$ cat config.mk
export PLATFORM = sky130hd
export DESIGN_NAME = grd_config
export DESIGN_NICKNAME = d
export VERILOG_FILES = /design/src/design/grd_pkg.sv /design/src/design/grd_config.sv
export SDC_FILE = /design/constraint.sdc
export NUM_CORES = 1
export LEC_CHECK = 0
export ABC_CLOCK_PERIOD_IN_PS = 900
export BUFFER_PORTS_ARGS = -buffer_cell sky130_fd_sc_hd__clkbuf_2
export CORE_MARGIN = 2
export CORE_UTILIZATION = 48
export CTS_CLUSTER_SIZE = 8
export DETAILED_ROUTE_END_ITERATION = 16
export PLACE_DENSITY = 0.78
export SYNTH_ARGS = -nofsm -noshare
export SYNTH_HDL_FRONTEND = slang
export SYNTH_SLANG_ARGS = --single-unit
$ cat constraint.sdc
create_clock -name clk -period 0.9 [get_ports clk]
set_input_delay 0 -clock clk [delete_from_list [all_inputs] [get_ports clk]]
set_output_delay 0 -clock clk [all_outputs]
set_load 0.005 [all_outputs]
$ cat src/design/grd_pkg.sv
// Shared types and constants of the 2:1 grid restriction block.
`timescale 1ns / 1ps
`default_nettype none

package grd_pkg;

    localparam int CFG_INDEX_BITS  = 2;
    localparam int CFG_DATA_BITS   = 11;
    localparam int FINE_CFG_BITS   = 11;
    localparam int COARSE_CFG_BITS = 10;
    localparam int GUARD_BITS      = 6;

    localparam logic [CFG_INDEX_BITS-1:0] REG_FINE_WIDTH    = 2'd0;
    localparam logic [CFG_INDEX_BITS-1:0] REG_FINE_HEIGHT   = 2'd1;
    localparam logic [CFG_INDEX_BITS-1:0] REG_COARSE_WIDTH  = 2'd2;
    localparam logic [CFG_INDEX_BITS-1:0] REG_COARSE_HEIGHT = 2'd3;

    localparam logic [FINE_CFG_BITS-1:0]   FINE_SIZE_RESET   = 11'd1024;
    localparam logic [COARSE_CFG_BITS-1:0] COARSE_SIZE_RESET = 10'd512;

    typedef struct packed {
        logic [FINE_CFG_BITS-1:0]   fine_width;
        logic [FINE_CFG_BITS-1:0]   fine_height;
        logic [COARSE_CFG_BITS-1:0] coarse_width;
        logic [COARSE_CFG_BITS-1:0] coarse_height;
    } cfg_regs_t;

    typedef enum logic [2:0] {
        VOP_STAG,
        VOP_EVEN_FIRST,
        VOP_EVEN,
        VOP_ODD,
        VOP_ODD_LAST
    } vop_t;

    typedef struct packed {
        logic valid;
        vop_t op;
        logic emit;
        logic last;
    } vctl_t;

    localparam vctl_t VCTL_IDLE = '{valid: 1'b0, op: VOP_STAG, emit: 1'b0, last: 1'b0};

endpackage

`default_nettype wire

$ cat src/design/grd_config.sv
// Configuration register file for the grid restriction block.
`timescale 1ns / 1ps
`default_nettype none

module grd_config
(
    input  wire logic                                 clk,
    input  wire logic                                 rst_n,
    input  wire logic                                 cfg_valid,
    output logic                                      cfg_ready,
    input  wire logic [grd_pkg::CFG_INDEX_BITS-1:0]   cfg_index,
    input  wire logic [grd_pkg::CFG_DATA_BITS-1:0]    cfg_data,
    output grd_pkg::cfg_regs_t                        cfg
);

    grd_pkg::cfg_regs_t cfg_reg;
    grd_pkg::cfg_regs_t cfg_next;

    assign cfg_ready = 1'b1;
    assign cfg = cfg_reg;

    always_comb
    begin
        cfg_next = cfg_reg;
        if (cfg_valid && cfg_ready)
        begin
            case (cfg_index)
                grd_pkg::REG_FINE_WIDTH:
                    cfg_next.fine_width = cfg_data[grd_pkg::FINE_CFG_BITS-1:0];
                grd_pkg::REG_FINE_HEIGHT:
                    cfg_next.fine_height = cfg_data[grd_pkg::FINE_CFG_BITS-1:0];
                grd_pkg::REG_COARSE_WIDTH:
                    cfg_next.coarse_width = cfg_data[grd_pkg::COARSE_CFG_BITS-1:0];
                grd_pkg::REG_COARSE_HEIGHT:
                    cfg_next.coarse_height = cfg_data[grd_pkg::COARSE_CFG_BITS-1:0];
                default:
                    cfg_next = cfg_reg;
            endcase
        end
    end

    always_ff @(posedge clk or negedge rst_n)
    begin
        if (!rst_n)
        begin
            cfg_reg.fine_width    <= grd_pkg::FINE_SIZE_RESET;
            cfg_reg.fine_height   <= grd_pkg::FINE_SIZE_RESET;
            cfg_reg.coarse_width  <= grd_pkg::COARSE_SIZE_RESET;
            cfg_reg.coarse_height <= grd_pkg::COARSE_SIZE_RESET;
        end
        else
        begin
            cfg_reg <= cfg_next;
        end
    end

endmodule

`default_nettype wire

After elaboration in Yosys (flattened, before gate mapping)
Cells that the tools add are included. Widths: inputs -> output; s select.

Register bits: 42. Latch bits: 0. Memory bits (writable): 0. Memory bits (read-only): 0. Input port bits: 16. Logic and storage cells: 12. Memories: 0.

Add/sub/neg operators: 0. Multiply operators: 0. Divide/modulo/power cells: 0. Magnitude comparators: 0. Eq/ne operators: 3. Shift-type cells: 0. Multiplexer cells: 0. Bitwise gates (word level): 0. Reduce and logical (&&, ||, !) cells: 5.

Operators by type and width (number): $reduce_and 2->1 (4); $eq 2x2->1 const B (2); $eq 2x1->1 const B (1); $logic_not 2->1 (1).

Longest topological paths before layout
Depth in word-level cells: 2. Mapped depth: 3. Depth with buffers taken out: 2.

Worst setup path before layout
No wires, ideal clock.

Path kind: in2reg. Start: input cfg_index[1] in the netlist's numbering. End: register cfg_reg (netlist bit cfg[31]). Setup time: 0.125 ns. Arrival: 0.706 ns. Data required time: 0.775 ns. Setup slack: 0.069 ns. Stages on the path: 3. Buffers on the path: 1. Path through: nor3b_2 -> buf_4 -> mux2_2.

Word-level cells in the longest chain between the ends: 2.

Ends and longest elaborated chain: from (decl) (line grd_config.sv:11) `input wire logic [grd_pkg::CFG_INDEX_BITS-1:0] cfg_index,`; $logic_not 2->1 (line grd_config.sv:27) `case (cfg_index)`; $reduce_and 2->1 (no source line); to (signal assigned) (line grd_config.sv:53) `cfg_reg <= cfg_next;`; to (decl) (line grd_config.sv:16) `grd_pkg::cfg_regs_t cfg_reg;`.

No other way between the ends. A chain may end at the register's enable or synchronous reset.

Worst setup path after layout
Start: register cfg_reg (netlist bit cfg[41]). End: output cfg[41] in the netlist's numbering.

RTL lines: to (decl) (line grd_config.sv:13) `output grd_pkg::cfg_regs_t cfg`.

No word-level cell between the ends.

==> impl_metrics.csv <==
group,metric,value,unit
synthesis,synth_top_cells_by_area,"dfrtp_1, mux2_2, mux2_4",
power,p_clk_share,21.4,%
global_routing,antenna_found_initial,0,
placement,finalWeightedCongestion,0.715,
power,power.static_leakage,1.09,nW
final_layout,layout.cell_area.non_filler,2200,sq um
placement,post-place-ws,-0.0860,ns
timing,fin_worst_skew,0,ns
timing,final_setup_fails,4,
timing,clock.fmax,0.993,GHz
final_layout,num_antenna_cells,0,
worst_hold_path,min_path_type,"in -> async",
global_routing,pin_count_of_the_biggest_net_entering_global_routing,43,
die,initial_utilization,49.6,%
power,design_power_total,4.43,mW
die,io_pins,59,
critical_path,max_stage_delay,0.56,ns
detailed_routing,wl_per_cell,15.2,microns
cts,cts-buffers-inserted,5,
synthesis,synthesis.instances,93,
timing,period_share,112,%
detailed_routing,route.detailed.vias_per_inst,4.80,
synthesis,yosys_warnings,0,
critical_path,cp_slowest_cell,"dfstp_2",
global_routing,wire_length_of_the_first_global_routing_pass,5510,microns
synthesis,syn-num-nets,109,
power,power.sequential.fraction,55.7,%
placement,post-place-cells,198,
detailed_routing,postRouteWirelength,3310,microns
cts,ctsLongestPathBuffers,2,
timing,totalNegativeSetupSlack,-0.344,ns
synthesis,synth.cell_area,1640,sq um
critical_path,path_class,"reg -> out",
synthesis,synth_top_cells_by_count,"dfrtp_1, mux2_2, mux2_4, dfstp_2, buf_4",
timing,rsz0062_at_grt,"true",
global_routing,overflow,0,
cts,worst_setup_hold_path_clk_slew,0.11,ns
power,power_density_over_the_cells,2010,nW/um^2
timing,layout_min_cycle_time,1.01,ns
synthesis,netlist.area_leader.share,57.9,%
die,dieArea,3900,sq um
power,internal_power,3.28,mW
timing,final_max_slew_viol_count,0,
cts,worstSkewPairLatency,0.33,ns
power,ir_worst_vdd,0.00118,V
final_layout,multiInputGateArea,552,sq um
global_routing,first_global_vias,1134,
detailed_routing,drtAntennaViolNets,0,
die,core_region_area,3310,sq um
die,std_cell_rows,21,
power,comb_power_share,22.9,%
run,cap_violations,0,
run_status,status,"finished, violations left",
final_layout,largest_register_ff_count,42,
placement,dpl_cell_area,2020,sq um
final_layout,layout.filler_cells,259,
synthesis,post_synth.cell_area_avg,17.7,sq um
synthesis,synth.ff_latch_count,42,
final_layout,finish.utilization,66.5,%
detailed_routing,drtPass1Iterations,4,
detailed_routing,detailroute.via_count,1047,
die,dieHeight,62.5,microns
detailed_routing,drt_drc_violations_left,0,
cts,clock-root-buffer,"clkbuf_4",
cts,clock_sink_count,42,
global_routing,groute.usage.overall,18.4,%
run_status,violations,"negative setup slack",
detailed_routing,first_drt_iteration_drcs,24,
power,power.switching_fraction,25.8,%
cts,cts.htree.levels,2,
cts,post_cts_resized,0,
power,power_switching,1.14,mW
critical_path,critical_path.max_fanout,2,
synthesis,postSynth.asyncResetShare,100,%
final_layout,final_layout_size_suffix_gt1_share,68.6,%
final_layout,syn_to_final_growth,34.1,%
timing,setup_ws,-0.107,ns
synthesis,yosysMostFrequentCell,"dfrtp_1",
synthesis,ys_seq_area_share,64.3,%
timing,timing.hold.ws,0.155,ns
final_layout,post_layout_nonfiller_instances,218,
cts,cts_post_setup_buffers_inserted,0,
critical_path,cp_data_required_time,0.90,ns
placement,place.port_buffers,57,
die,dieWidth,62.5,microns
critical_path,setup.worst_path.start_class,"register",
critical_path,cpLargestDelayFamily,"flip-flops",
synthesis,post-synth-top-area-cell,"dfrtp_1",
critical_path,cp_data_arrival_time,1.01,ns
synthesis,synth-edff-count,0,
synthesis,synth.distinct_cells,10,
critical_path,worst_setup_path_end_kind,"primary output",
critical_path,critPathBufInv,1,
final_layout,ff_latch_area,1060,sq um
final_layout,finish.net_count,187,
critical_path,crit_chain,"clkbuf_2",
synthesis,synthFlopType,"dfrtp_1",
timing,final_hold_viol_count,0,
cts,cts_tree,"yes",
## area by class of cell
cell class	count	share of cell area, %
clock inverters	1	0.227
repair buffers	75	21.6
clock buffers	7	2.50
well taps	46	2.62
multi-input cells	47	25.1
flip-flops and latches	42	48.0
## layer usage
metal	share of wire [%]	GRT usage, %
met4	1.8	8.33
met1	40	21.3
met5	0	0
met2	54	32.5
met3	4.3	4.14
## kinds of logic (layout without fill, tap and decap cells)
logic type / count (synthesis) / after routing / share of synthesized area (%)
flops: 42 / 42 / 64.3
buf+inv: 4 / 83 / 2.06
mux: 42 / 42 / 31.1
simple gates: 4 / 4 / 2.29
other cells: 1 / 1 / 0.228
## power groups by stage
stage	clock [mW]	combinational (mW)	sequential (mW)
after floorplan	0	0.420	2.51
after global placement	0	0.962	2.48
after detailed placement	0	0.994	2.50
after CTS	0.983	1.04	2.47
after global routing	1.06	1.11	2.51
final	0.948	1.02	2.46
## path summary, 6_finish.rpt
path                            startpoint      end  cells after the start  slack [ns]
worst max-delay path               cfg[41]  cfg[41]                      1       -0.11
worst min-delay path                 rst_n  cfg[22]                      3        0.15
worst max register to register      cfg[3]   cfg[3]                      1        0.12
worst min register to register     cfg[14]  cfg[14]                      1        0.52
max in group asynchronous            rst_n  cfg[19]                      3        0.49
min in group clk                 cfg_valid  cfg[22]                      4        0.21
## cells in the final DEF (no fill, tap or decap), types with 2 or more instances in the layout
| cell type | instances |
|---|---|
| dfrtp_1 | 38 |
| buf_4 | 4 |
| mux2_4 | 10 |
| dlygate4sd3_1 | 12 |
| nand3b_1 | 2 |
| mux2_2 | 32 |
| buf_12 | 2 |
| dfstp_2 | 4 |
| clkbuf_2 | 57 |
| clkbuf_4 | 5 |
## timing repair
| item | CTS | global route |
|---|---|---|
| hold buffers | 12 | 0 |
| endpoints found under the hold margin | 84 | 0 |
| setup endpoints to repair | 4 | 15 |
No activity file was read; power rests on OpenSTA's default activity.
