<file path="src/design/grd_out_buf.sv">
// Output register with a skid stage that decouples the pipeline from the receiver.
`timescale 1ns / 1ps
`default_nettype none

module grd_out_buf
#(
    parameter int SAMPLE_BITS = 16
)
(
    input  wire logic                   clk,
    input  wire logic                   rst_n,
    input  wire logic                   res_valid,
    input  wire logic [SAMPLE_BITS-1:0] res_sample,
    input  wire logic                   res_last,
    output logic                        en,
    output logic                        coarse_valid,
    input  wire logic                   coarse_stall,
    output logic [SAMPLE_BITS-1:0]      coarse_sample,
    output logic                        frame_end
);

    logic                   out_valid_reg;
    logic                   out_valid_next;
    logic [SAMPLE_BITS-1:0] out_sample_reg;
    logic [SAMPLE_BITS-1:0] out_sample_next;
    logic                   out_last_reg;
    logic                   out_last_next;
    logic                   skid_valid_reg;
    logic                   skid_valid_next;
    logic [SAMPLE_BITS-1:0] skid_sample_reg;
    logic [SAMPLE_BITS-1:0] skid_sample_next;
    logic                   skid_last_reg;
    logic                   skid_last_next;
    logic                   take;

    assign en            = !skid_valid_reg;
    assign take          = res_valid && en;
    assign coarse_valid  = out_valid_reg;
    assign coarse_sample = out_sample_reg;
    assign frame_end     = out_last_reg;

    always_comb
    begin
        out_valid_next   = out_valid_reg;
        out_sample_next  = out_sample_reg;
        out_last_next    = out_last_reg;
        skid_valid_next  = skid_valid_reg;
        skid_sample_next = skid_sample_reg;
        skid_last_next   = skid_last_reg;
        if (!out_valid_reg || !coarse_stall)
        begin
            if (skid_valid_reg)
            begin
                out_valid_next  = 1'b1;
                out_sample_next = skid_sample_reg;
                out_last_next   = skid_last_reg;
                skid_valid_next = 1'b0;
            end
            else
            begin
                out_valid_next  = take;
                out_sample_next = res_sample;
                out_last_next   = res_last;
            end
        end
        else if (take)
        begin
            skid_valid_next  = 1'b1;
            skid_sample_next = res_sample;
            skid_last_next   = res_last;
        end
    end

    always_ff @(posedge clk or negedge rst_n)
    begin
        if (!rst_n)
        begin
            out_valid_reg  <= 1'b0;
            skid_valid_reg <= 1'b0;
        end
        else
        begin
            out_valid_reg  <= out_valid_next;
            skid_valid_reg <= skid_valid_next;
        end
    end

    always_ff @(posedge clk)
    begin
        out_sample_reg  <= out_sample_next;
        out_last_reg    <= out_last_next;
        skid_sample_reg <= skid_sample_next;
        skid_last_reg   <= skid_last_next;
    end

endmodule

`default_nettype wire

</file>
<file path="config.mk">
export PLATFORM = sky130hd
export DESIGN_NAME = grd_out_buf
export DESIGN_NICKNAME = d
export VERILOG_FILES = /design/src/design/grd_out_buf.sv
export SDC_FILE = /design/constraint.sdc
export NUM_CORES = 1
export LEC_CHECK = 0
export BUFFER_PORTS_ARGS = -buffer_cell sky130_fd_sc_hd__buf_4
export CORE_MARGIN = 8
export CORE_UTILIZATION = 50
export CTS_CLUSTER_DIAMETER = 200
export DETAILED_ROUTE_END_ITERATION = 6
export GPL_ROUTABILITY_DRIVEN = 1
export PLACE_DENSITY = 0.79
export SLEW_MARGIN = 0
export SYNTH_ARGS = -nofsm -noshare
export SYNTH_HDL_FRONTEND = slang
export SYNTH_SLANG_ARGS = --single-unit
</file>
<file path="constraint.sdc">
create_clock -name clk -period 2.35 [get_ports clk]
set_clock_uncertainty 0.1 [all_clocks]
set_input_delay 0.47 -clock clk [delete_from_list [all_inputs] [get_ports clk]]
set_output_delay 0.47 -clock clk [all_outputs]
set_load 0.02 [all_outputs]
</file>
**After elaboration in Yosys (flattened, before gate mapping)**

Index checks and enable logic that the tools add are counted.
W data, S select, Z words.

- Reduce and logical (&&, ||, !) cells: 7
- Bitwise operators: 1
- Mux-type cells: 5

Operator list:

| kind | number |
|---|---|
| $mux W16 | 1 |
| $mux W1 | 4 |
| $logic_not A1 Y1 | 3 |
| $reduce_and A2 Y1 | 1 |
| $reduce_bool A2 Y1 | 1 |
| $logic_and A1 B1 Y1 | 1 |
| $logic_or A1 B1 Y1 | 1 |
| $not A1 Y1 | 1 |

- Bits of input ports: 21
- Flip-flop bits (word level): 36

**Longest topological paths before layout**

Gate-level depths: netlist (run 1).

- Depth after elaboration: 4
- Depth in mapped cells: 2
- Gate-level depth less buffers: 1

**Worst setup path after synthesis (run 1)**

OpenSTA, ideal clock, no wires.

- Kind: reg-to-reg
- Start point: register skid_valid_reg
- End point: register skid_last_reg, enable pin
- Clock period less this slack: 1.628 ns
- Setup time: 0.375 ns
- Setup slack: 0.722 ns
- Cell stages (with the launch flop): 3
- Arrival time: 1.153 ns
- Path buffers: 1
- Cells stage by stage: dfrtp_1 > buf_6 > and4b_1

- Longest elaborated chain between the ends: 3

Ends and longest elaborated chain:

| item | RTL line | RTL |
|---|---|---|
| start: declaration | 28 | `logic skid_valid_reg;` |
| start signal: assignment | 84 | `skid_valid_reg <= skid_valid_next;` |
| $logic_not A1 Y1 | 36 | `assign en = !skid_valid_reg;` |
| $logic_and A1 B1 Y1 | 37 | `assign take = res_valid && en;` |
| $reduce_and A2 Y1 (no source line) | n/a |  |
| end signal: assignment | 93 | `skid_last_reg <= skid_last_next;` |
| end: declaration | 32 | `logic skid_last_reg;` |

No other way between the ends.
A chain may end at the register's enable or synchronous reset.

**Final worst setup path (run 1)**

- Start point: register skid_valid_reg
- End point: output port en

- Longest elaborated chain between the ends: 1

Ends and longest elaborated chain:

| item | RTL line | RTL |
|---|---|---|
| $logic_not A1 Y1 | 36 |  |
| end: declaration | 15 | `output logic en,` |

No other way between the ends.

==> results.py, run 1 <==
metrics = {
    "yosys": {
        "yosys_warnings": 0,
        "synth-simple-area-share_pct": 0.996,
        "synthXorXnorAreaFrac_pct": 0,
        "ys_ff_latch": 36,
        "yosysSeqAreaShare_pct": 77.5,
        "muxShareOfSynthArea_pct": 18.2,
        "syn_area_mm2": 0.00138,
        "syn_nets": 81,
        "synthAdderAreaFrac_pct": 0,
        "synth_compound_area_share_pct": 1.36,
        "syn_area_per_cell_um2": 23.0,
        "synth_top_family_by_area": "multiplexers",
        "yosys.cell_types.count": 10,
        "syn-instance-count": 60,
    },
    "power": {
        "power.net_switching_w": 0.000302,
        "p_seq_share_pct": 54.5,
        "internal_power_w": 0.00111,
        "power_density_mw_per_mm2": 784,
        "ir_drop_mv": 0.598,
        "swShare_pct": 21.4,
        "cellLeakagePower_nw": 0.745,
        "p_comb_share_pct": 14.2,
        "clockPowerShare_pct": 31.4,
    },
    "critical_path": {
        "path_cells": "buf_4 > inv_1 > buf_4",
        "arrival_ns": 1.25,
        "worstPathRequired_ns": 1.78,
        "max_stage_delay_ns": 0.36,
        "crit_type": "register to primary output",
        "critPathLaunchType": "register",
        "critPathMaxFanout": 20,
        "cpMaxStageDelayCell": "dfrtp_1",
        "path_delay_family": "buffers and inverters",
        "crit_path_end_kind": "primary output",
        "crit_path_frequent_cell": "buf_4",
        "critPathBufInv": 3,
    },
    "placement": {
        "hpwl_um": 1730,
        "io_buffers": 39,
        "place.gp.congestion": 0.720,
    },
    "grt": {
        "grt.overflow.total": 0,
        "grt_pass1_vias": 769,
        "grt_max_degree": 21,
        "grt_pass1_wl_um": 3710,
        "antenna_found_initial": 0,
        "grt.total_usage_pct": 11.2,
    },
    "die": {
        "rows": 19,
        "die_h_um": 68.6,
        "core-area_mm2": 0.00269,
        "die_x_um": 68.6,
        "start_util_pct": 51.4,
        "io_pins": 40,
        "design.die.area_mm2": 0.00470,
    },
    "clocking": {
        "numCtsBuffers": 5,
        "cts_htree_levels": 2,
        "cts_max_path_buffers": 2,
        "cts_root_buf": "clkbuf_4",
        "cts_sinks": 36,
        "ctsResizeCount": 0,
        "hold_buffers": 1,
        "clkSlewWorstSetupHoldPaths_ns": 0.10,
        "clock_latency_ns": 0.33,
        "cts_tree": "done",
        "post_cts_buffers": 0,
    },
    "timing": {
        "hold_viol": 0,
        "min_period_ns": 1.82,
        "tns_ns": 0,
        "period_share_pct": 77.3,
        "rsz0062_at_grt": "no",
        "worst_pin_slew_ns": 0.736,
        "setup_viol": 0,
        "relSlewSlack_pct": 50.8,
        "drv_slew": 0,
        "clock.fmax_ghz": 0.551,
    },
    "cells_and_area": {
        "antenna_cells": 0,
        "layout_common_cells": "41 x buf_4, 34 x edfxtp_1, 16 x mux2_4, 5 x clkbuf_4, 2 x dfrtp_1",
        "final_common_cell": "buf_4",
        "area_delta_synth_final_pct": 30.3,
        "utilization_pct": 67.0,
        "nets": 128,
        "layout-drive-gt1-share_pct": 60.2,
    },
    "drt": {
        "drc": 0,
        "drt-initial-drc-count": 13,
        "post_drt_via_cell_ratio": 5.07,
        "ant_nets": 0,
        "wl_um": 2350,
        "first_pass_iters": 4,
        "post_drt_wl_per_cell_um": 16.9,
        "via_count": 705,
    },
    "min_path": {
        "min_path_type": "input port to register",
    },
    "run_status": {
        "status": "complete, no violations",
    },
    "run": {
        "cap_violations": 0,
    },
}
## power groups by stage
stage               logic [W]  registers [W]  clock network, W
finish               0.000200       0.000769          0.000442
global route         0.000212       0.000773          0.000491
CTS                  0.000203       0.000770          0.000456
detailed placement   0.000202       0.000784                 0
global placement     0.000197       0.000781                 0
floorplan           0.0000737       0.000821                 0
## worst paths after layout
check | start | end | slack (ns) | cells past startpoint
min in group asynchronous | rst_n | coarse_valid | 0.33 | 2
hold / removal | res_sample[3] | skid_sample_reg[3] | 0.22 | 1
max in group asynchronous | rst_n | skid_valid_reg | 1.74 | 2
setup reg to reg | coarse_valid | skid_sample_reg[0] | 0.82 | 2
hold reg to reg | skid_sample_reg[7] | coarse_sample[7] | 0.46 | 1
setup / recovery | skid_valid_reg | en | 0.53 | 3
## layer usage
metal	share of wire [%]	track usage (%)	up-vias	wire length, µm
met4	1.1	6.14	0	27
met5	0	0	-	0
met3	11	6.30	2	248
met1	40	12.9	340	943
met2	48	16.4	32	1130
li1	-	-	331	-
## kinds of logic (layout without fill, tap and decap cells)
| kind of cell | Yosys count | after routing |
|---|---|---|
| mux | 17 | 17 |
| simple gates | 2 | 2 |
| buf+inv | 3 | 51 |
| compound gates | 2 | 2 |
| flops | 36 | 36 |
## layout make-up
class,instances,area (µm²)
Inverter,1,3.75
Clock buffer,6,51.3
Timing Repair Buffer,42,318
Fill cell,184,886
Sequential cell,36,1070
Tap cell,31,38.8
Multi-Input combinational cell,21,284
Clock inverter,2,33.8
## metrics by stage
stage,instance area [µm²],hold slack (ns),worst slack (ns),cells,total power [W]
after global routing,1800,0.175,0.430,139,0.00148
final,1800,0.216,0.534,139,0.00141
after floorplan,1380,0.0744,0.722,60,0.000895
after global placement,1710,0.152,0.734,130,0.000978
after detailed placement,1710,0.153,0.702,130,0.000986
after CTS,1800,0.202,0.507,139,0.00143
## synth_stat cells
cell type / n / area share [%]
a211o_1: 1 / 0.63
and4b_1: 1 / 0.72
buf_6: 2 / 1.6
dfrtp_1: 2 / 3.6
edfxtp_1: 34 / 74
inv_1: 1 / 0.27
mux2_2: 1 / 0.82
mux2_4: 16 / 17
nand2_1: 1 / 0.27
o211a_1: 1 / 0.72
Note: power is estimated with default switching activity, not from simulation.
==> run 2: changes to the inputs <==
--- a/config.mk
+++ b/config.mk
@@ -7,11 +7,11 @@
 export LEC_CHECK = 0
 export BUFFER_PORTS_ARGS = -buffer_cell sky130_fd_sc_hd__buf_4
 export CORE_MARGIN = 8
-export CORE_UTILIZATION = 50
+export CORE_UTILIZATION = 45
 export CTS_CLUSTER_DIAMETER = 200
 export DETAILED_ROUTE_END_ITERATION = 6
 export GPL_ROUTABILITY_DRIVEN = 1
-export PLACE_DENSITY = 0.79
+export PLACE_DENSITY = 0.76
 export SLEW_MARGIN = 0
 export SYNTH_ARGS = -nofsm -noshare
 export SYNTH_HDL_FRONTEND = slang
==> constraint.sdc (replaced) <==
create_clock -name clk -period 1.6 [get_ports clk]
set_clock_uncertainty 0.1 [all_clocks]
set_input_delay 0.32 -clock clk [delete_from_list [all_inputs] [get_ports clk]]
set_output_delay 0.32 -clock clk [all_outputs]
set_load 0.02 [all_outputs]
==> results.py, run 2 (synthesis gave the netlist of run 1 again) <==
metrics = {
    "cells_and_area": {
        "fill_cells": 233,
        "layout-drive-gt1-share_pct": 59.6,
        "area_delta_synth_final_pct": 29.4,
        "antenna_cells": 0,
        "layout_common_cells": "41 x buf_4, 34 x edfxtp_1, 16 x mux2_4, 5 x clkbuf_4",
        "utilization_pct": 60.0,
        "nets": 129,
        "final_common_cell": "buf_4",
    },
    "timing": {
        "hold_viol": 0,
        "relSlewSlack_pct": 72.8,
        "tns_ns": 0,
        "clock.fmax_ghz": 0.651,
        "period_share_pct": 96.0,
        "worst_pin_slew_ns": 0.408,
        "min_period_ns": 1.54,
        "rsz0062_at_grt": "no",
        "drv_slew": 0,
        "setup_viol": 0,
        "holdWs_ns": 0.0713,
    },
    "die": {
        "rows": 20,
        "design.die.area_mm2": 0.00510,
        "die_h_um": 71.4,
        "start_util_pct": 46.4,
        "core-area_mm2": 0.00298,
        "io_pins": 40,
        "die_x_um": 71.4,
    },
    "critical_path": {
        "r2r-end": "skid_last_reg",
        "path_delay_family": "flip-flops",
        "reg2reg_depth": 1,
        "worstPathRequired_ns": 1.18,
        "cpMaxStageDelayCell": "dfrtp_1",
        "critPathLaunchType": "register",
        "max_stage_delay_ns": 0.42,
        "arrival_ns": 1.12,
        "path_cells": "buf_12 > inv_1 > buf_4",
        "crit_path_end_kind": "primary output",
        "critPathBufInv": 3,
        "critPathMaxFanout": 12,
        "crit_type": "register to primary output",
        "rr_startpoint": "skid_valid_reg",
        "r2r_slack_ns": 0.16,
    },
    "grt": {
        "grt.overflow.total": 0,
        "grt_pass1_vias": 779,
        "grt_pass1_wl_um": 3950,
        "grt_max_degree": 18,
        "grt.total_usage_pct": 10.5,
        "antenna_found_initial": 0,
    },
    "drt": {
        "wl_um": 2440,
        "post_drt_via_cell_ratio": 4.89,
        "first_pass_iters": 2,
        "drc": 0,
        "drt-initial-drc-count": 15,
        "ant_nets": 0,
        "via_count": 694,
        "post_drt_wl_per_cell_um": 17.2,
    },
    "clocking": {
        "clock_latency_ns": 0.33,
        "cts_max_path_buffers": 2,
        "cts_root_buf": "clkbuf_4",
        "cts_htree_levels": 2,
        "cts_sinks": 36,
        "numCtsBuffers": 5,
        "clkSlewWorstSetupHoldPaths_ns": 0.10,
        "cts_tree": "done",
    },
    "power": {
        "ir_drop_mv": 0.611,
        "power_density_mw_per_mm2": 1050,
        "cellLeakagePower_nw": 0.734,
    },
    "run_status": {
        "status": "complete, no violations",
    },
    "placement": {
        "place.gp.congestion": 0.619,
        "hpwl_um": 1790,
        "io_buffers": 39,
    },
    "run": {
        "cap_violations": 0,
    },
    "min_path": {
        "hold_depth": 1,
        "min_to": "skid_sample_reg[8]",
        "min_from": "res_sample[8]",
        "min_path_type": "input port to register",
    },
}
run 2: where the power goes:
group,switching (W),total [W],internal (W)
sequential,0.0000198,0.00113,0.00111
clock,0.000268,0.000437,0.000169
combinational,0.000143,0.000303,0.000160
total,0.000431,0.00187,0.00144
run 2: worst max path at each step:
stage,from,to,cells after the start
floorplan,skid_valid_reg,skid_last_reg,2
global placement,skid_valid_reg,skid_sample_reg[1],1
detailed placement,skid_valid_reg,skid_sample_reg[15],1
CTS,skid_valid_reg,en,3
global route,skid_valid_reg,en,3
finish,skid_valid_reg,en,3
run 2: area by class of cell:
class	instances	area [µm²]	share of cell area [%]
inverter	1	3.75	0.210
sequential	36	1070	59.9
tap	33	41.3	2.31
clock inverter	1	3.75	0.210
multi-input combinational	21	285	16.0
timing repair buffer	43	338	18.9
clock buffer	7	45.0	2.52
run 2: repair_timing:
action / in CTS / in global routing
hold endpoints to repair: 2 / 0
gates cloned: 0 / 0
gates resized for setup: 1 / 2
setup endpoints to repair: 1 / 1
hold buffers: 1 / 0
setup buffers: 0 / 0
run 2: through the flow:
stage          power, W  cells  setup WS, ns  instance area [µm²]
3_3_place_gp    0.00144    133         0.228                 1720
6_report        0.00187    142        0.0645                 1790
2_1_floorplan   0.00131     60         0.140                 1380
3_5_place_dp    0.00145    133         0.201                 1720
5_1_grt         0.00195    142      0.000646                 1790
4_1_cts         0.00190    142        0.0209                 1780
run 2: per-layer routing:
| metal | track usage [%] | vias to the layer above | share of wire [%] |
|---|---|---|---|
| met5 | 0 | - | 0 |
| met4 | 6.24 | 0 | 1.7 |
| met3 | 6.14 | 6 | 9.9 |
| met2 | 16.0 | 30 | 48 |
| met1 | 10.9 | 325 | 40 |
| li1 | - | 333 | - |
