`config.mk`:
```
export PLATFORM = sky130hd
export DESIGN_NAME = grd_col_pass
export DESIGN_NICKNAME = d
export VERILOG_FILES = /design/src/design/grd_pkg.sv /design/src/design/grd_col_pass.sv
export SDC_FILE = /design/constraint.sdc
export NUM_CORES = 1
export LEC_CHECK = 0
export CAP_MARGIN = 20
export CORE_MARGIN = 2
export CORE_UTILIZATION = 59
export DETAILED_ROUTE_END_ITERATION = 10
export DONT_BUFFER_PORTS = 1
export PLACE_DENSITY = 0.86
export SETUP_SLACK_MARGIN = 0.4
export SLEW_MARGIN = 20
export SYNTH_ARGS = -nofsm -noshare
export SYNTH_HDL_FRONTEND = slang
export SYNTH_SLANG_ARGS = --single-unit
```
`constraint.sdc`:
```
create_clock -name clk -period 9.37 [get_ports clk]
set_input_delay 0.937 -clock clk [delete_from_list [all_inputs] [get_ports clk]]
set_output_delay 0.937 -clock clk [all_outputs]
set_load 0.01 [all_outputs]
```
`src/design/grd_pkg.sv`:
```
// Shared types and constants of the 2:1 grid restriction block.
`timescale 1ns / 1ps
`default_nettype none

package grd_pkg;

    localparam int CFG_INDEX_BITS  = 2;
    localparam int CFG_DATA_BITS   = 11;
    localparam int FINE_CFG_BITS   = 11;
    localparam int COARSE_CFG_BITS = 10;
    localparam int GUARD_BITS      = 6;

    localparam logic [CFG_INDEX_BITS-1:0] REG_FINE_WIDTH    = 2'd0;
    localparam logic [CFG_INDEX_BITS-1:0] REG_FINE_HEIGHT   = 2'd1;
    localparam logic [CFG_INDEX_BITS-1:0] REG_COARSE_WIDTH  = 2'd2;
    localparam logic [CFG_INDEX_BITS-1:0] REG_COARSE_HEIGHT = 2'd3;

    localparam logic [FINE_CFG_BITS-1:0]   FINE_SIZE_RESET   = 11'd1024;
    localparam logic [COARSE_CFG_BITS-1:0] COARSE_SIZE_RESET = 10'd512;

    typedef struct packed {
        logic [FINE_CFG_BITS-1:0]   fine_width;
        logic [FINE_CFG_BITS-1:0]   fine_height;
        logic [COARSE_CFG_BITS-1:0] coarse_width;
        logic [COARSE_CFG_BITS-1:0] coarse_height;
    } cfg_regs_t;

    typedef enum logic [2:0] {
        VOP_STAG,
        VOP_EVEN_FIRST,
        VOP_EVEN,
        VOP_ODD,
        VOP_ODD_LAST
    } vop_t;

    typedef struct packed {
        logic valid;
        vop_t op;
        logic emit;
        logic last;
    } vctl_t;

    localparam vctl_t VCTL_IDLE = '{valid: 1'b0, op: VOP_STAG, emit: 1'b0, last: 1'b0};

endpackage

`default_nettype wire

```
`src/design/grd_col_pass.sv`:
```
// Raster position tracking and horizontal restriction pass.
`timescale 1ns / 1ps
`default_nettype none

module grd_col_pass
#(
    parameter int MAX_FINE_WIDTH  = 1024,
    parameter int MAX_FINE_HEIGHT = 1024,
    parameter int SAMPLE_BITS     = 16
)
(
    input  wire logic                                         clk,
    input  wire logic                                         rst_n,
    input  wire grd_pkg::cfg_regs_t                           cfg,
    input  wire logic                                         fine_valid,
    input  wire logic [SAMPLE_BITS-1:0]                       fine_sample,
    input  wire logic                                         frame_start,
    input  wire logic                                         en,
    output grd_pkg::vctl_t                                    ctl_out,
    output logic [SAMPLE_BITS+grd_pkg::GUARD_BITS-1:0]        h_out,
    output logic [$clog2(MAX_FINE_WIDTH/2+1)-1:0]             hc_out
);

    localparam int W   = SAMPLE_BITS + grd_pkg::GUARD_BITS;
    localparam int AW  = $clog2(MAX_FINE_WIDTH / 2 + 1);
    localparam int XW  = $clog2(MAX_FINE_WIDTH);
    localparam int YW  = $clog2(MAX_FINE_HEIGHT);
    localparam int FW  = $clog2(MAX_FINE_WIDTH + 1);
    localparam int FH  = $clog2(MAX_FINE_HEIGHT + 1);
    localparam int CB  = grd_pkg::COARSE_CFG_BITS;

    logic [FW-1:0] fw;
    logic [FH-1:0] fh;
    logic [CB-1:0] cw_raw;
    logic [CB-1:0] ch_raw;
    logic [CB-1:0] cw;
    logic [CB-1:0] ch;
    logic          hcen;
    logic          vcen;
    logic [31:0]   w_half;
    logic [31:0]   h_half;

    logic [XW-1:0] col_reg;
    logic [XW-1:0] col_next;
    logic [YW-1:0] row_reg;
    logic [YW-1:0] row_next;
    logic [W-1:0]  cp0_reg;
    logic [W-1:0]  cp0_next;
    logic [W-1:0]  cp1_reg;
    logic [W-1:0]  cp1_next;

    logic [XW-1:0] col_cur;
    logic [YW-1:0] row_cur;
    logic          wrap_col;
    logic [31:0]   row_t;
    logic [31:0]   col_adv;
    logic [31:0]   row_adv;
    logic [XW-1:0] x;
    logic [YW-1:0] y;
    logic [XW-1:0] i;
    logic [YW-1:0] j;
    logic [W-1:0]  s_ext;
    logic [W-1:0]  s3;
    logic [W-1:0]  t3;
    logic          have_h;
    logic [W-1:0]  h;
    logic [AW-1:0] hc;
    logic          vis;
    logic          row_last;
    logic          accept;

    grd_pkg::vctl_t ctl_next;
    grd_pkg::vctl_t s1_ctl_reg;
    logic [W-1:0]   s1_h_reg;
    logic [AW-1:0]  s1_hc_reg;

    assign accept  = fine_valid && en;
    assign ctl_out = s1_ctl_reg;
    assign h_out   = s1_h_reg;
    assign hc_out  = s1_hc_reg;

    always_comb
    begin
        if (cfg.fine_width == '0)
            fw = FW'(1);
        else if (32'(cfg.fine_width) > 32'(MAX_FINE_WIDTH))
            fw = FW'(MAX_FINE_WIDTH);
        else
            fw = FW'(cfg.fine_width);

        if (cfg.fine_height == '0)
            fh = FH'(1);
        else if (32'(cfg.fine_height) > 32'(MAX_FINE_HEIGHT))
            fh = FH'(MAX_FINE_HEIGHT);
        else
            fh = FH'(cfg.fine_height);

        cw_raw = (cfg.coarse_width == '0) ? CB'(1) : cfg.coarse_width;
        ch_raw = (cfg.coarse_height == '0) ? CB'(1) : cfg.coarse_height;
        hcen   = 32'(fw) == (32'(cw_raw) << 1);
        vcen   = 32'(fh) == (32'(ch_raw) << 1);
        w_half = (32'(fw) + 32'd1) >> 1;
        h_half = (32'(fh) + 32'd1) >> 1;
        cw     = (!hcen && 32'(cw_raw) > w_half) ? CB'(w_half) : cw_raw;
        ch     = (!vcen && 32'(ch_raw) > h_half) ? CB'(h_half) : ch_raw;
    end

    always_comb
    begin
        col_cur  = frame_start ? '0 : col_reg;
        row_cur  = frame_start ? '0 : row_reg;
        wrap_col = 32'(col_cur) >= 32'(fw);
        x        = wrap_col ? '0 : col_cur;
        row_t    = 32'(row_cur) + (wrap_col ? 32'd1 : 32'd0);
        y        = (row_t >= 32'(fh)) ? '0 : YW'(row_t);

        col_adv = 32'(x) + 32'd1;
        row_adv = 32'(y) + 32'd1;
        if (col_adv >= 32'(fw))
        begin
            col_next = '0;
            row_next = (row_adv >= 32'(fh)) ? '0 : YW'(row_adv);
        end
        else
        begin
            col_next = XW'(col_adv);
            row_next = y;
        end

        s_ext = {{grd_pkg::GUARD_BITS{fine_sample[SAMPLE_BITS-1]}}, fine_sample};
        s3    = (s_ext << 1) + s_ext;
        t3    = cp0_reg + s3;
        i     = x >> 1;

        cp0_next = cp0_reg;
        cp1_next = cp1_reg;
        have_h   = 1'b0;
        h        = s_ext << 3;
        hc       = AW'(i);

        if (hcen)
        begin
            if (!x[0])
            begin
                if (i != '0)
                begin
                    h      = cp0_reg + s_ext;
                    hc     = AW'(32'(i) - 32'd1);
                    have_h = 1'b1;
                end
                cp0_next = (i == '0) ? (s_ext << 2) : (cp1_reg + s3);
                cp1_next = '0;
            end
            else if (32'(i) + 32'd1 < 32'(cw))
            begin
                cp0_next = t3;
                cp1_next = s_ext;
            end
            else
            begin
                cp0_next = t3 + s_ext;
                h        = t3 + s_ext;
                have_h   = 1'b1;
            end
        end
        else if (!x[0] && 32'(i) < 32'(cw))
        begin
            have_h = 1'b1;
        end

        j        = y >> 1;
        ctl_next = grd_pkg::VCTL_IDLE;
        if (!vcen)
        begin
            ctl_next.op   = grd_pkg::VOP_STAG;
            vis           = !y[0] && (32'(j) < 32'(ch));
            ctl_next.emit = vis;
            row_last      = (32'(j) + 32'd1) == 32'(ch);
        end
        else if (!y[0])
        begin
            vis           = 1'b1;
            ctl_next.op   = (j == '0) ? grd_pkg::VOP_EVEN_FIRST : grd_pkg::VOP_EVEN;
            ctl_next.emit = j != '0;
            row_last      = 32'(j) == 32'(ch);
        end
        else
        begin
            vis           = 1'b1;
            ctl_next.emit = !((32'(j) + 32'd1) < 32'(ch));
            ctl_next.op   = ctl_next.emit ? grd_pkg::VOP_ODD_LAST : grd_pkg::VOP_ODD;
            row_last      = (32'(j) + 32'd1) == 32'(ch);
        end
        ctl_next.valid = accept && have_h && vis;
        ctl_next.last  = row_last && ((32'(hc) + 32'd1) == 32'(cw));
    end

    always_ff @(posedge clk or negedge rst_n)
    begin
        if (!rst_n)
        begin
            col_reg    <= '0;
            row_reg    <= '0;
            cp0_reg    <= '0;
            cp1_reg    <= '0;
            s1_ctl_reg <= grd_pkg::VCTL_IDLE;
        end
        else
        begin
            if (accept)
            begin
                col_reg <= col_next;
                row_reg <= row_next;
                cp0_reg <= cp0_next;
                cp1_reg <= cp1_next;
            end
            if (en)
            begin
                s1_ctl_reg <= ctl_next;
            end
        end
    end

    always_ff @(posedge clk)
    begin
        if (en)
        begin
            s1_h_reg  <= h;
            s1_hc_reg <= hc;
        end
    end

endmodule

`default_nettype wire

```
==> Yosys cells after proc, flatten, opt, wreduce, memory -nomap -nowiden <==
Index checks and enable logic that the tools add are counted.
{ "word_totals": {"regBits": 102, "latchBits": 0, "ramBits": 0, "romBits": 0, "inputBits": 63, "out_inout_bits": 38, "elab_cells": 106, "n_memories": 0} }
{ "classes": {"addsub": 14, "multipliers": 0, "n_div": 0, "order_cmp": 12, "eq_ne": 6, "shift": 0, "muxes": 40, "n_bitwise": 0, "n_reduce_logical": 23} }
{ "op_table": {"columns": ["op", "n"], "rows": [
  ["$mux W22", 9],
  ["$mux W10", 14],
  ["$add A22 B22 Y22", 4],
  ["$mux W11", 4],
  ["$logic_not A10 Y1", 4],
  ["$add A10 B1 Y11 const B", 3],
  ["$ge A11 B11 Y1", 3],
  ["$lt A32 B10 Y1", 1],
  ["$add A11 B1 Y12 const B", 2],
  ["$eq A11 B11 Y1", 2],
  ["$gt A10 B11 Y1", 2],
  ["$gt A11 B11 Y1 const B", 2],
  ["$logic_not A11 Y1", 2],
  ["$add A9 B1 Y10 const B", 2],
  ["$lt A9 B10 Y1", 2],
  ["$reduce_bool A10 Y1", 2],
  ["$add A17 B16 Y18", 1],
  ["$add A10 B1 Y11", 1],
  ["$eq A11 B10 Y1", 1],
  ["$ge A10 B11 Y1", 1],
  ["$eq A10 B10 Y1", 1],
  ["$eq A9 B10 Y1", 1],
  ["$lt A10 B10 Y1", 1],
  ["$sub A9 B1 Y10 const B", 1],
  ["other kinds (9)", 29]
]} }

==> Longest topological paths before layout <==
Gate-level depths: netlist (run 1).
{ "depth": {"ltp_word": 13, "ltp_mapped": 39, "depth_no_buf": 36} }

==> Worst setup path before layout (run 1) <==
OpenSTA, ideal clock, no wires.
{ "synth_timing": {"kind": "input to register", "from": "input port frame_start", "to": "register row_reg[2]", "setup_time_ps": 133, "t_arrival_ps": 7290, "required_time_ps": 9237, "setup_slack_ps": 1946, "cell_stages": 35, "path_buffers": 5, "cell_sequence": "clkbuf_1 > clkbuf_1 > clkbuf_1 > nor2b_1 > ha_1 > nand2_1 > o21a_1 > o21a_1 > o21ai_0 > ha_1 > ha_1 > nand2_1 > xnor2_1 > ha_1 > o21a_1 > o211ai_1 > a21oi_1 > nand2_1 > and2_1 > clkbuf_1 > ha_1 > and4_1 > nand3_1 > xor2_1 > nor2_1 > ha_1 > nand4_1 > nor2_1 > a41o_1 > nor3_1 > a21oi_1 > clkbuf_1 > o21bai_1 > a21oi_1 > o21ai_0"} }
{ "synth_between": {"elab_chain_cells": 10, "elab_cells_between_ends": 14, "classes_between": "add/sub: 3; order compare: 4; mux: 7"} }
{ "synth_rtl": {"columns": ["item", "line_no", "source"], "rows": [
  ["start, declared", "grd_col_pass.sv:17", "input wire logic frame_start,"],
  ["$mux W10", "grd_col_pass.sv:110", "col_cur = frame_start ? '0 : col_reg;"],
  ["$ge A10 B11 Y1", "grd_col_pass.sv:112", "wrap_col = 32'(col_cur) >= 32'(fw);"],
  ["$mux W1", "grd_col_pass.sv:114", "row_t = 32'(row_cur) + (wrap_col ? 32'd1 : 32'd0);"],
  ["$add A10 B1 Y11", "grd_col_pass.sv:114", null],
  ["$ge A11 B11 Y1", "grd_col_pass.sv:115", "y = (row_t >= 32'(fh)) ? '0 : YW'(row_t);"],
  ["$mux W10", "grd_col_pass.sv:115", null],
  ["$add A10 B1 Y11", "grd_col_pass.sv:118", "row_adv = 32'(y) + 32'd1;"],
  ["$ge A11 B11 Y1", "grd_col_pass.sv:122", "row_next = (row_adv >= 32'(fh)) ? '0 : YW'(row_adv);"],
  ["$mux W10", "grd_col_pass.sv:122", null],
  ["$mux W10 (*)", "grd_col_pass.sv:119", "if (col_adv >= 32'(fw))"],
  ["end signal, assigned", "grd_col_pass.sv:213", "row_reg <= row_next;"],
  ["end, declared", "grd_col_pass.sv:45", "logic [YW-1:0] row_reg;"]
]} }
Every way passes the cells marked *; elsewhere a longest branch is shown, timed or not.
A chain may end at the register's enable or synchronous reset.

==> Worst setup path in the final report (run 1) <==
{ "layout_timing": {"from": "input port cfg[36] in the netlist's numbering", "to": "register s1_ctl_reg (netlist bit ctl_out[0])"} }
{ "layout_between": {"elab_chain_cells": 13, "elab_cells_between_ends": 29, "classes_between": "add/sub: 5; order compare: 4; eq/ne: 4; mux: 11; reduce/logical: 5"} }
{ "layout_rtl": {"columns": ["item", "line_no", "source"], "rows": [
  ["start, declared", "grd_col_pass.sv:14", "input wire grd_pkg::cfg_regs_t cfg,"],
  ["$gt A11 B11 Y1", "grd_col_pass.sv:86", "else if (32'(cfg.fine_width) > 32'(MAX_FINE_WIDTH))"],
  ["$mux W11", "grd_col_pass.sv:86", null],
  ["$mux W11 (*)", "grd_col_pass.sv:84", "if (cfg.fine_width == '0)"],
  ["$ge A10 B11 Y1", "grd_col_pass.sv:112", null],
  ["$mux W1", "grd_col_pass.sv:114", null],
  ["$add A10 B1 Y11", "grd_col_pass.sv:114", null],
  ["$ge A11 B11 Y1", "grd_col_pass.sv:115", null],
  ["$mux W10", "grd_col_pass.sv:115", null],
  ["$add A9 B1 Y10", "grd_col_pass.sv:178, grd_col_pass.sv:192", null],
  ["$eq A10 B10 Y1", "grd_col_pass.sv:178, grd_col_pass.sv:192", null],
  ["$mux W1", "grd_col_pass.sv:180", "else if (!y[0])"],
  ["$mux W1", "grd_col_pass.sv:173", "if (!vcen)"],
  ["$logic_and A1 B1 Y1 (*)", "grd_col_pass.sv:195", "ctl_next.last = row_last && ((32'(hc) + 32'd1) == 32'(cw));"],
  ["end signal, assigned", "grd_col_pass.sv:206", "s1_ctl_reg <= grd_pkg::VCTL_IDLE;"],
  ["end signal, assigned", "grd_col_pass.sv:219", "s1_ctl_reg <= ctl_next;"],
  ["end, declared", "grd_col_pass.sv:73", "grd_pkg::vctl_t s1_ctl_reg;"]
]} }
Marks and branches as above.

==> metrics.txt, run 1 <==
syn_nets 2033; Die W 157 um; Worst setup SP type input port; wire length per cell around 20 um; CTS Root Cell clkbuf_16; CTS tree built; synthesized cell area roughly 0.014 mm^2; GP Congestion 0.978; Pre-antenna DRT Iters 8; worst relative slew slack 27.9%; DIE HEIGHT roughly 160 um; P&R area growth vs syn 2.88%; H-tree Lvls 3; Post-CTS Hold Fix Bufs 0; clock latency on the worst-skew pair around 0.37 ns; Worst path slowest cell nor3_1; setup ws final 1.46 ns; max cap viols 0; DR vias around 13k; CP dominant cell by count ha_1; first-pass GRT wire length 64900 um; Longest Clk Path Bufs 2; synthesized area per cell a little under 8 um^2; Top FF cell, synth dfrtp_1; CP Max Fanout 18; Synth cell types 89; Final Hold Slack approximately 0.26 ns; Syn. warnings 0; initial antenna violation count 1; Post-synth EDFFs 32; critical path arrival 8.18 ns; first-iteration detailed-routing DRC count 1448; Placement Cell Area 0.0139 mm^2; LEAKAGE 6.40 nW; Final HPWL DP 31100 um; Worst Hold Class input port to asynchronous set/reset pin; post-DR vias/cell roughly 6.6; Num CTS Buffers 9; grt ovf 0; initial core utilization 60.5%; Final period util 84.5%; drt total wl between 40000 and 50000 um; Synth async-reset ratio 66.7%; Port-buffer cells 0; clock transition at the registers of the reported paths 0.07 ns; Core Area 0.0228 mm^2; status completed; layout cell share with drive strength beyond 1 3.88%; gr usage total 32.9%; slowest cell delay on critical path 0.81 ns; pin count of the biggest net entering global routing 65; Setup Skew about 0.017 ns; min cycle time layout 7.91 ns; Final Hold Vio Count 0; die area 0.0246 mm^2; vias in the first global route 13.0k; WP data required between 9 and 10 ns; CP Capture Type flip-flop; total negative slack 0 ns; antenna cell count 0; Syn Inst Count roughly 1.8k; pre-CTS setup slack 1.14 ns; DRC violations left 0; clk sinks 96; Worst-Margin Slew 1.08 ns; fin util 62.3%; post-detailed-route count of antenna-violating nets 0; fin. max-slew vios 0; power density cells 109 mW/mm^2; cell row count 55; kind of critical path input port to flip-flop; fmax 0.126 GHz; Final setup violation count 0; VDD IR-drop max around 0.07 mV; most frequent cells in the layout ha_1 (204), nand2_1 (175), a21oi_1 (134), nor2_1 (132), o21ai_0 (124); flops & latches, synth 96; sequential area share after synthesis 18.6%; post-route cell area 0.0142 mm^2; most common cell after layout, fill and taps aside ha_1; Setup Fix Bufs, Post-CTS 0; RSZ-0062 raised after global routing false; Post-CTS Resized 0; fin nets between 1.5k and 2k; io pins just over 100
[kinds of logic (layout without fill, tap and decap cells)]
kind of cell | Yosys count | after routing | synth area share [%]
simple gates | 590 | 590 | 21.2
compound gates | 527 | 527 | 24.9
fa+ha+maj | 209 | 209 | 19.2
buf+inv | 163 | 105 | 4.62
xor+xnor | 155 | 155 | 9.84
flops | 96 | 96 | 18.6
mux | 21 | 21 | 1.61
[path summary, 6_finish.rpt]
check	from	to	slack, ns	cells after the start
max	cfg[36]	ctl_out[0]	1.46	29
min	rst_n	row_reg[4]	0.26	0
max reg2reg	col_reg[0]	ctl_out[0]	1.76	28
min reg2reg	row_reg[0]	row_reg[0]	0.48	2
max in group asynchronous	rst_n	ctl_out[0]	8.96	0
min in group clk	row_reg[0]	row_reg[0]	0.48	2
[power by group]
| group | switching (W) | internal [W] | leakage [nW] |
|---|---|---|---|
| Clock | 0.000186 | 0.000184 | 0.137 |
| Combinational | 0.000420 | 0.000284 | 5.06 |
| Sequential | 0.0000167 | 0.000452 | 1.20 |
| Total | 0.000623 | 0.000920 | 6.40 |
[cell usage after synthesis (24+ instances only)]
cell | number | area (um^2)
nand2_1 | 175 | 657
dfrtp_1 | 64 | 1600
a21o_1 | 39 | 293
o21a_1 | 30 | 225
inv_1 | 81 | 304
nor2b_1 | 32 | 200
xnor2_1 | 100 | 876
nand3_1 | 53 | 265
edfxtp_1 | 32 | 961
xor2_1 | 55 | 482
a211oi_1 | 24 | 180
nor2_1 | 133 | 499
nor3_1 | 35 | 175
o21ai_0 | 124 | 621
clkbuf_1 | 62 | 233
a21oi_1 | 136 | 681
ha_1 | 204 | 2550
nand4_1 | 24 | 150
[layout make-up]
class | count | area [um^2]
multi-input cells | 1502 | 10600
fillers | 1927 | 8590
flip-flops and latches | 96 | 2560
well taps | 313 | 392
inverters | 82 | 308
clock buffers | 11 | 233
repair buffers | 7 | 52.6
clock inverters | 5 | 38.8
[per-stage QoR]
stage / instances / power [W]
after floorplan: 1761 / 0.00102
after global placement: 2000 / 0.00114
after detailed placement: 2000 / 0.00116
after CTS: 2016 / 0.00153
after global routing: 2016 / 0.00163
final: 2016 / 0.00154
[metal layers]
layer	share of wire, %	track usage (%)	vias up	wire [um]
li1	-	-	6327	-
met1	42	41.8	6180	16800
met2	45	53.3	663	18200
met3	8.6	7.38	146	3460
met4	4.2	15.2	0	1700
met5	0	0	-	0
[worst max-delay path: cells and delay by family]
family	cells	cell delay, ns
compound gates	10	1.80
xor+xnor	2	0.73
fa+ha+maj	5	1.45
simple gates	12	3.25
No activity file was read; power rests on OpenSTA's default activity.
==> run 2: changes to the inputs <==
==> constraint.sdc (replaced) <==
create_clock -name clk -period 7.3 [get_ports clk]
set_input_delay 0.73 -clock clk [delete_from_list [all_inputs] [get_ports clk]]
set_output_delay 0.73 -clock clk [all_outputs]
set_load 0.01 [all_outputs]
==> metrics.txt, run 2 (synthesis results as in run 1) <==
post-DR vias/cell 6.58 (-0.43%); antenna cell count 0 (unchanged); DRC violations left 0 (unchanged); Final period util 88.3%; RSZ-0062 raised after global routing false; first-pass GRT wire length 67000 um (+3.3%); H-tree Lvls 3 (unchanged); gr usage total 34.2% (+1.3 points); Worst-Margin Slew 0.946 ns (-0.132 ns); Final Hold Slack 0.0546 ns (-0.209 ns); CP Max Fanout 12 (-6); Pre-antenna DRT Iters 6 (-2); CP delay by family, top simple AND/OR/NAND/NOR gates; Final Hold Vio Count 0 (unchanged); Worst path slowest cell nor4_2; layout cell share with drive strength beyond 1 6.79% (+2.9 points); initial core utilization 60.5% (unchanged); setup ws final 0.854 ns (-0.602 ns); post-detailed-route count of antenna-violating nets 0 (unchanged); CP dominant cell by count ha_1; drt total wl 41800 um (+4.2%); clk sinks 96 (unchanged); min cycle time layout between 6 and 7 ns; worst path bufs/invs 2 (+2); max cap viols 0 (unchanged); WP data required 7.58 ns (-2.05 ns); pin count of the biggest net entering global routing 65 (unchanged); die area 0.0246 mm^2 (unchanged); cell row count 55 (unchanged); Worst Hold Class input port to asynchronous set/reset pin; LEAKAGE 6.61 nW (+3.2%); Worst setup SP type input port; io pins 101 (unchanged); fin nets 2006 (+1.8%); DR vias 13.5k (+1.3%); worst relative slew slack 36.9% (+9.1 points); grt ovf 0 (unchanged); VDD IR-drop max 0.108 mV (+57%); status completed; power density cells 138 mW/mm^2 (+27%); first-iteration detailed-routing DRC count 1306 (-9.8%); fmax roughly 0.16 GHz; Final HPWL DP 32300 um (+3.8%); critical path arrival 6.73 ns (-1.45 ns); Setup Skew 0.0168 ns (-0.000600 ns); Longest Clk Path Bufs 2 (unchanged); most common cell after layout, fill and taps aside ha_1; CTS Root Cell clkbuf_16; wire length per cell 20.4 um (+2.4%); Num CTS Buffers 9 (unchanged); kind of critical path input port to flip-flop; vias in the first global route 13.3k (+2.2%); pre-CTS setup slack 0.256 ns (-0.888 ns); CTS tree built; Port-buffer cells 0 (unchanged); slowest cell delay on critical path 0.29 ns (-0.52 ns); total negative slack 0 ns (unchanged); clock latency on the worst-skew pair 0.37 ns (about the same); DIE HEIGHT 157 um (unchanged); most frequent cells in the layout ha_1 (202), nand2_1 (173), a21oi_1 (134), nor2_1 (130), o21ai_0 (119); initial antenna violation count 0 (-1); clock transition at the registers of the reported paths 0.07 ns (about the same); Core Area 0.0228 mm^2 (unchanged); P&R area growth vs syn 5.78%; fin. max-slew vios 0 (unchanged); Die W 157 um (unchanged); GP Congestion 0.979 (about the same); CP Capture Type flip-flop; Final setup violation count 0 (unchanged)
[run 2: cell types whose count changed in the layout (fill, tap and decap cells not counted), moves of 3 or more]
cell | previous run | this run
buf_4 | 7 | 42
o21ai_0 | 124 | 119
o21ai_1 | 4 | 8
xor2_1 | 55 | 51
xor2_2 | 0 | 4
inv_4 | 3 | 0
xnor2_1 | 100 | 97
[run 2: path summary, 6_finish.rpt]
| kind | from | end | slack, ns | cells past startpoint |
|---|---|---|---|---|
| max | cfg[36] | row_reg[3] | 0.85 | 34 |
| min | rst_n | cp0_reg[0] | 0.05 | 0 |
| max reg2reg | col_reg[0] | row_reg[3] | 0.95 | 33 |
| min reg2reg | row_reg[0] | row_reg[0] | 0.47 | 2 |
| max in group asynchronous | rst_n | cp0_reg[5] | 7.08 | 0 |
| min in group clk | row_reg[0] | row_reg[0] | 0.47 | 2 |
[run 2: repair_timing]
action | CTS | global route
hold endpoints to repair | 0 | 0
hold buffers | 0 | 0
gates resized for setup | 0 | 25
setup endpoints to repair | 0 | 38
buffers inserted | 0 | 3
[run 2: metal layers]
metal,vias up,track usage [%],routed length [um]
li1,6384,-,-
met1,6225,43.3,17300
met2,715,55.4,18800
met3,165,6.39,3600
met4,0,18.0,2120
met5,-,0,0
[run 2: metrics by stage]
stage / cells / power [W] / utilization [%] / cell area, um^2
after floorplan: 1761 / 0.00131 / - / 13800
after global placement: 2033 / 0.00148 / 62.2 / 14200
after detailed placement: 2033 / 0.00150 / 62.2 / 14200
after CTS: 2048 / 0.00198 / 63.5 / 14500
after global routing: 2051 / 0.00213 / 64.0 / 14600
final: 2051 / 0.00201 / 64.0 / 14600
[run 2: layout make-up]
| class | count | area [um^2] |
|---|---|---|
| Multi-Input combinational cell | 1502 | 10700 |
| Fill cell | 1906 | 8190 |
| Tap cell | 313 | 392 |
| Inverter | 82 | 308 |
| Clock inverter | 3 | 25.0 |
| Sequential cell | 96 | 2560 |
| Clock buffer | 12 | 258 |
| Timing Repair Buffer | 43 | 335 |
[run 2: power breakdown]
part           internal (W)  leakage, nW  total [W]  switching [W]
logic              0.000382         5.27   0.000932       0.000550
clock network      0.000253        0.134   0.000476       0.000224
registers          0.000580         1.20   0.000602      0.0000216
==> run 3: changes to the inputs <==
--- a/config.mk
+++ b/config.mk
@@ -5,6 +5,7 @@
 export SDC_FILE = /design/constraint.sdc
 export NUM_CORES = 1
 export LEC_CHECK = 0
+export ABC_AREA = 1
 export CAP_MARGIN = 20
 export CORE_MARGIN = 2
 export CORE_UTILIZATION = 59
==> metrics.txt, run 3 <==
worst relative slew slack 39.8% (+2.8 points); Setup Skew 0.0121 ns (-0.00474 ns); CTS Root Cell clkbuf_16; DRC violations left 0 (unchanged); WP depth 43 (+26%); Top FF cell, synth dfrtp_1; area leader, netlist ha_1; Final setup violation count 0 (unchanged); CP Capture Type flip-flop; gr usage total 35.3% (+1.1 points); Flop pwr share 26.8% (-3.2 points); fin nets 2482 (+24%); VDD IR-drop max 0.120 mV (+11%); status completed; vias in the first global route 14.2k (+7.0%); DIE HEIGHT 159 um (+1.1%); Worst path slowest cell a2111oi_2; io pins 101 (unchanged); antenna cell count 0 (unchanged); syn_nets 2463 (+21%); drt total wl 45700 um (+9.1%); Post-synth EDFFs 32 (unchanged); Non-Filler Instances 2534 (+24%); clock transition at the registers of the reported paths 0.09 ns (+0.02 ns); clock power share 22.4% (-1.3 points); kind of critical path input port to flip-flop; DR vias 15.2k (+13%); critical path arrival 6.94 ns (+0.21 ns); Final HPWL DP 35200 um (+8.9%); power density cells 148 mW/mm^2 (+7.5%); fin. max-slew vios 0 (unchanged); reg-to-reg endpoint row_reg[6]; H-tree Lvls 3 (unchanged); Worst-Margin Slew 0.900 ns (-0.0460 ns); Final period util 91.3% (+3.0 points); internal power 0.00125 W (+2.5%); initial core utilization 60.1% (-0.48 points); P&R area growth vs syn 9.99%; Longest Clk Path Bufs 2 (unchanged); first-iteration detailed-routing DRC count 1600 (+23%); synthesized area per cell 6.44 um^2 (-18%); r2r setup slk 0.88 ns (-0.07 ns); Synth area leaders ha_1 (18%), nand2_1 (16%), dfrtp_1 (11%), edfxtp_1 (6.8%), inv_1 (6.5%); fin util 66.1% (+2.0 points); CTS tree built; die area 0.0252 mm^2 (+2.2%); flops & latches, synth 96 (unchanged); sw power 0.00105 W (+32%); wire length per cell 18.0 um (-12%); WP data required 7.58 ns (about the same); synthesized cell area 0.0141 mm^2 (+2.2%); post-detailed-route count of antenna-violating nets 0 (unchanged); pin count of the biggest net entering global routing 65 (unchanged); Synth async-reset ratio 66.7% (unchanged); LEAKAGE 7.94 nW (+20%); Port-buffer cells 0 (unchanged); most frequent cell after synthesis nand2_1; Synth cell types 51 (-43%); fmax 0.150 GHz (-3.3%); slowest cell delay on critical path 0.37 ns (+0.08 ns); clk sinks 96 (unchanged); grt ovf 0 (unchanged); Syn Inst Count 2191 (+24%); Critical R2R Launch col_reg[5]; GP Congestion 0.989 (+1.1%); crit path from cfg[38]; synth cell count leaders nand2_1 (597), inv_1 (245), nor2_1 (216); CP delay by family, top simple AND/OR/NAND/NOR gates; Worst setup SP type input port; Die W 159 um (+1.1%); min cycle time layout 6.66 ns (+0.217 ns); RSZ-0062 raised after global routing true; placed instance count 2499 (+23%); layout cell share with drive strength beyond 1 8.13% (+1.3 points); Final Hold Vio Count 0 (unchanged); most common cell after layout, fill and taps aside nand2_1; worst path bufs/invs 3 (+1); Combinational Power Share 50.8% (+4.4 points); Worst R2R Path Depth 39 (+18%); clock latency on the worst-skew pair 0.37 ns (about the same); cell row count 56 (+1.8%); Pre-antenna DRT Iters 6 (unchanged); Syn. warnings 0 (unchanged); Worst Setup EP row_reg[6]; Worst Hold Class input port to asynchronous set/reset pin; first-pass GRT wire length 70200 um (+4.7%); CP Max Fanout 6 (-6); post-DR vias/cell 6.00 (-8.7%); most frequent cells in the layout nand2_1 (582), inv_1 (243), nor2_1 (197), ha_1 (192), a21oi_1 (153); max cap viols 0 (unchanged); Sw Share 45.8% (+6.2 points); Num CTS Buffers 9 (unchanged); sequential area share after synthesis 18.2% (-0.41 points); initial antenna violation count 0 (unchanged); top cell type's share of synthesized area 18.1% (-0.40 points); Core Area 0.0235 mm^2 (+3.0%)
==> run 3: cell count changes after synthesis, moves of 26 or more <==
cell      before  now
nand2_1      175  597
inv_1         81  245
nand3_1       53  145
nor2_1       133  216
xnor2_1      100   39
xor2_1        55   89
a21o_1        39    7
nor2b_1       32    0
o21a_1        30    0
clkbuf_1      62   36
==> run 3: metrics by stage <==
| stage | area, um^2 | power [W] | hold slack [ns] | setup slack [ns] | TNS, ns |
|---|---|---|---|---|---|
| after global placement | 14600 | 0.00167 | 0.438 | 0.0354 | 0 |
| final | 15500 | 0.00230 | 0.0516 | 0.636 | 0 |
| after floorplan | 14100 | 0.00143 | 0.434 | 0.528 | 0 |
| after global routing | 15500 | 0.00244 | 0.0433 | 0.209 | 0 |
| after CTS | 14900 | 0.00221 | 0.0498 | 0.428 | 0 |
| after detailed placement | 14600 | 0.00170 | 0.439 | -0.196 | -1.35 |
==> run 3: worst reg2reg max path, delay by kind of cell, from the launching register on <==
family	cells	cell delay [ns]
flops	1	0.33
compound gates	5	1.08
xor+xnor	1	0.24
buf+inv	4	0.37
fa+ha+maj	6	1.18
simple gates	23	3.14
==> run 3: power groups by stage <==
stage	sequential [W]	combinational (W)	clock (W)
final	0.000616	0.00117	0.000514
after global routing	0.000619	0.00129	0.000528
after CTS	0.000616	0.00108	0.000513
after detailed placement	0.000626	0.00107	0
after global placement	0.000626	0.00104	0
after floorplan	0.000619	0.000806	0
==> run 3: worst min path at each step <==
stage,endpoint,cells past startpoint,slack [ns],start
floorplan,col_reg[0],0,0.43,rst_n
global placement,ctl_out[0],0,0.44,rst_n
detailed placement,ctl_out[0],0,0.44,rst_n
CTS,cp0_reg[16],0,0.05,rst_n
global route,cp0_reg[4],0,0.04,rst_n
finish,cp1_reg[12],0,0.05,rst_n
==> run 3: logic make-up after synthesis <==
group / share of synthesized area (%)
AO/OA/AOI/OAI: 15.1
AND/OR/NAND/NOR: 31.4
adder cells (fa/ha/maj): 18.8
XOR/XNOR: 7.95
flip-flops: 18.2
buffers and inverters: 8.54
==> run 3: what timing repair did <==
| action | 4_1_cts | 5_1_grt |
|---|---|---|
| gates resized for setup | 4 | 98 |
| endpoints found under the hold margin | 0 | 0 |
| buffers inserted | 0 | 16 |
| endpoints found under the setup margin | 10 | 28 |
| pin swaps | 0 | 39 |
| hold buffers | 0 | 0 |
| cloned | 0 | 3 |
==> run 3: metal layers <==
| layer | share of wire, % | GRT usage (%) |
|---|---|---|
| met1 | 41 | 46.6 |
| met2 | 45 | 57.2 |
| met3 | 10 | 5.93 |
| met4 | 4.3 | 14.6 |
| met5 | 0 | 0 |
==> run 3: layout make-up <==
cell class              count  area (um^2)
clock buffers               9          225
clock inverters             7         81.3
fillers                  2051         7960
inverters                 257          968
multi-input cells        1788        10800
flip-flops and latches     96         2560
well taps                 319          399
repair buffers             57          432
repair inverters            1         7.51
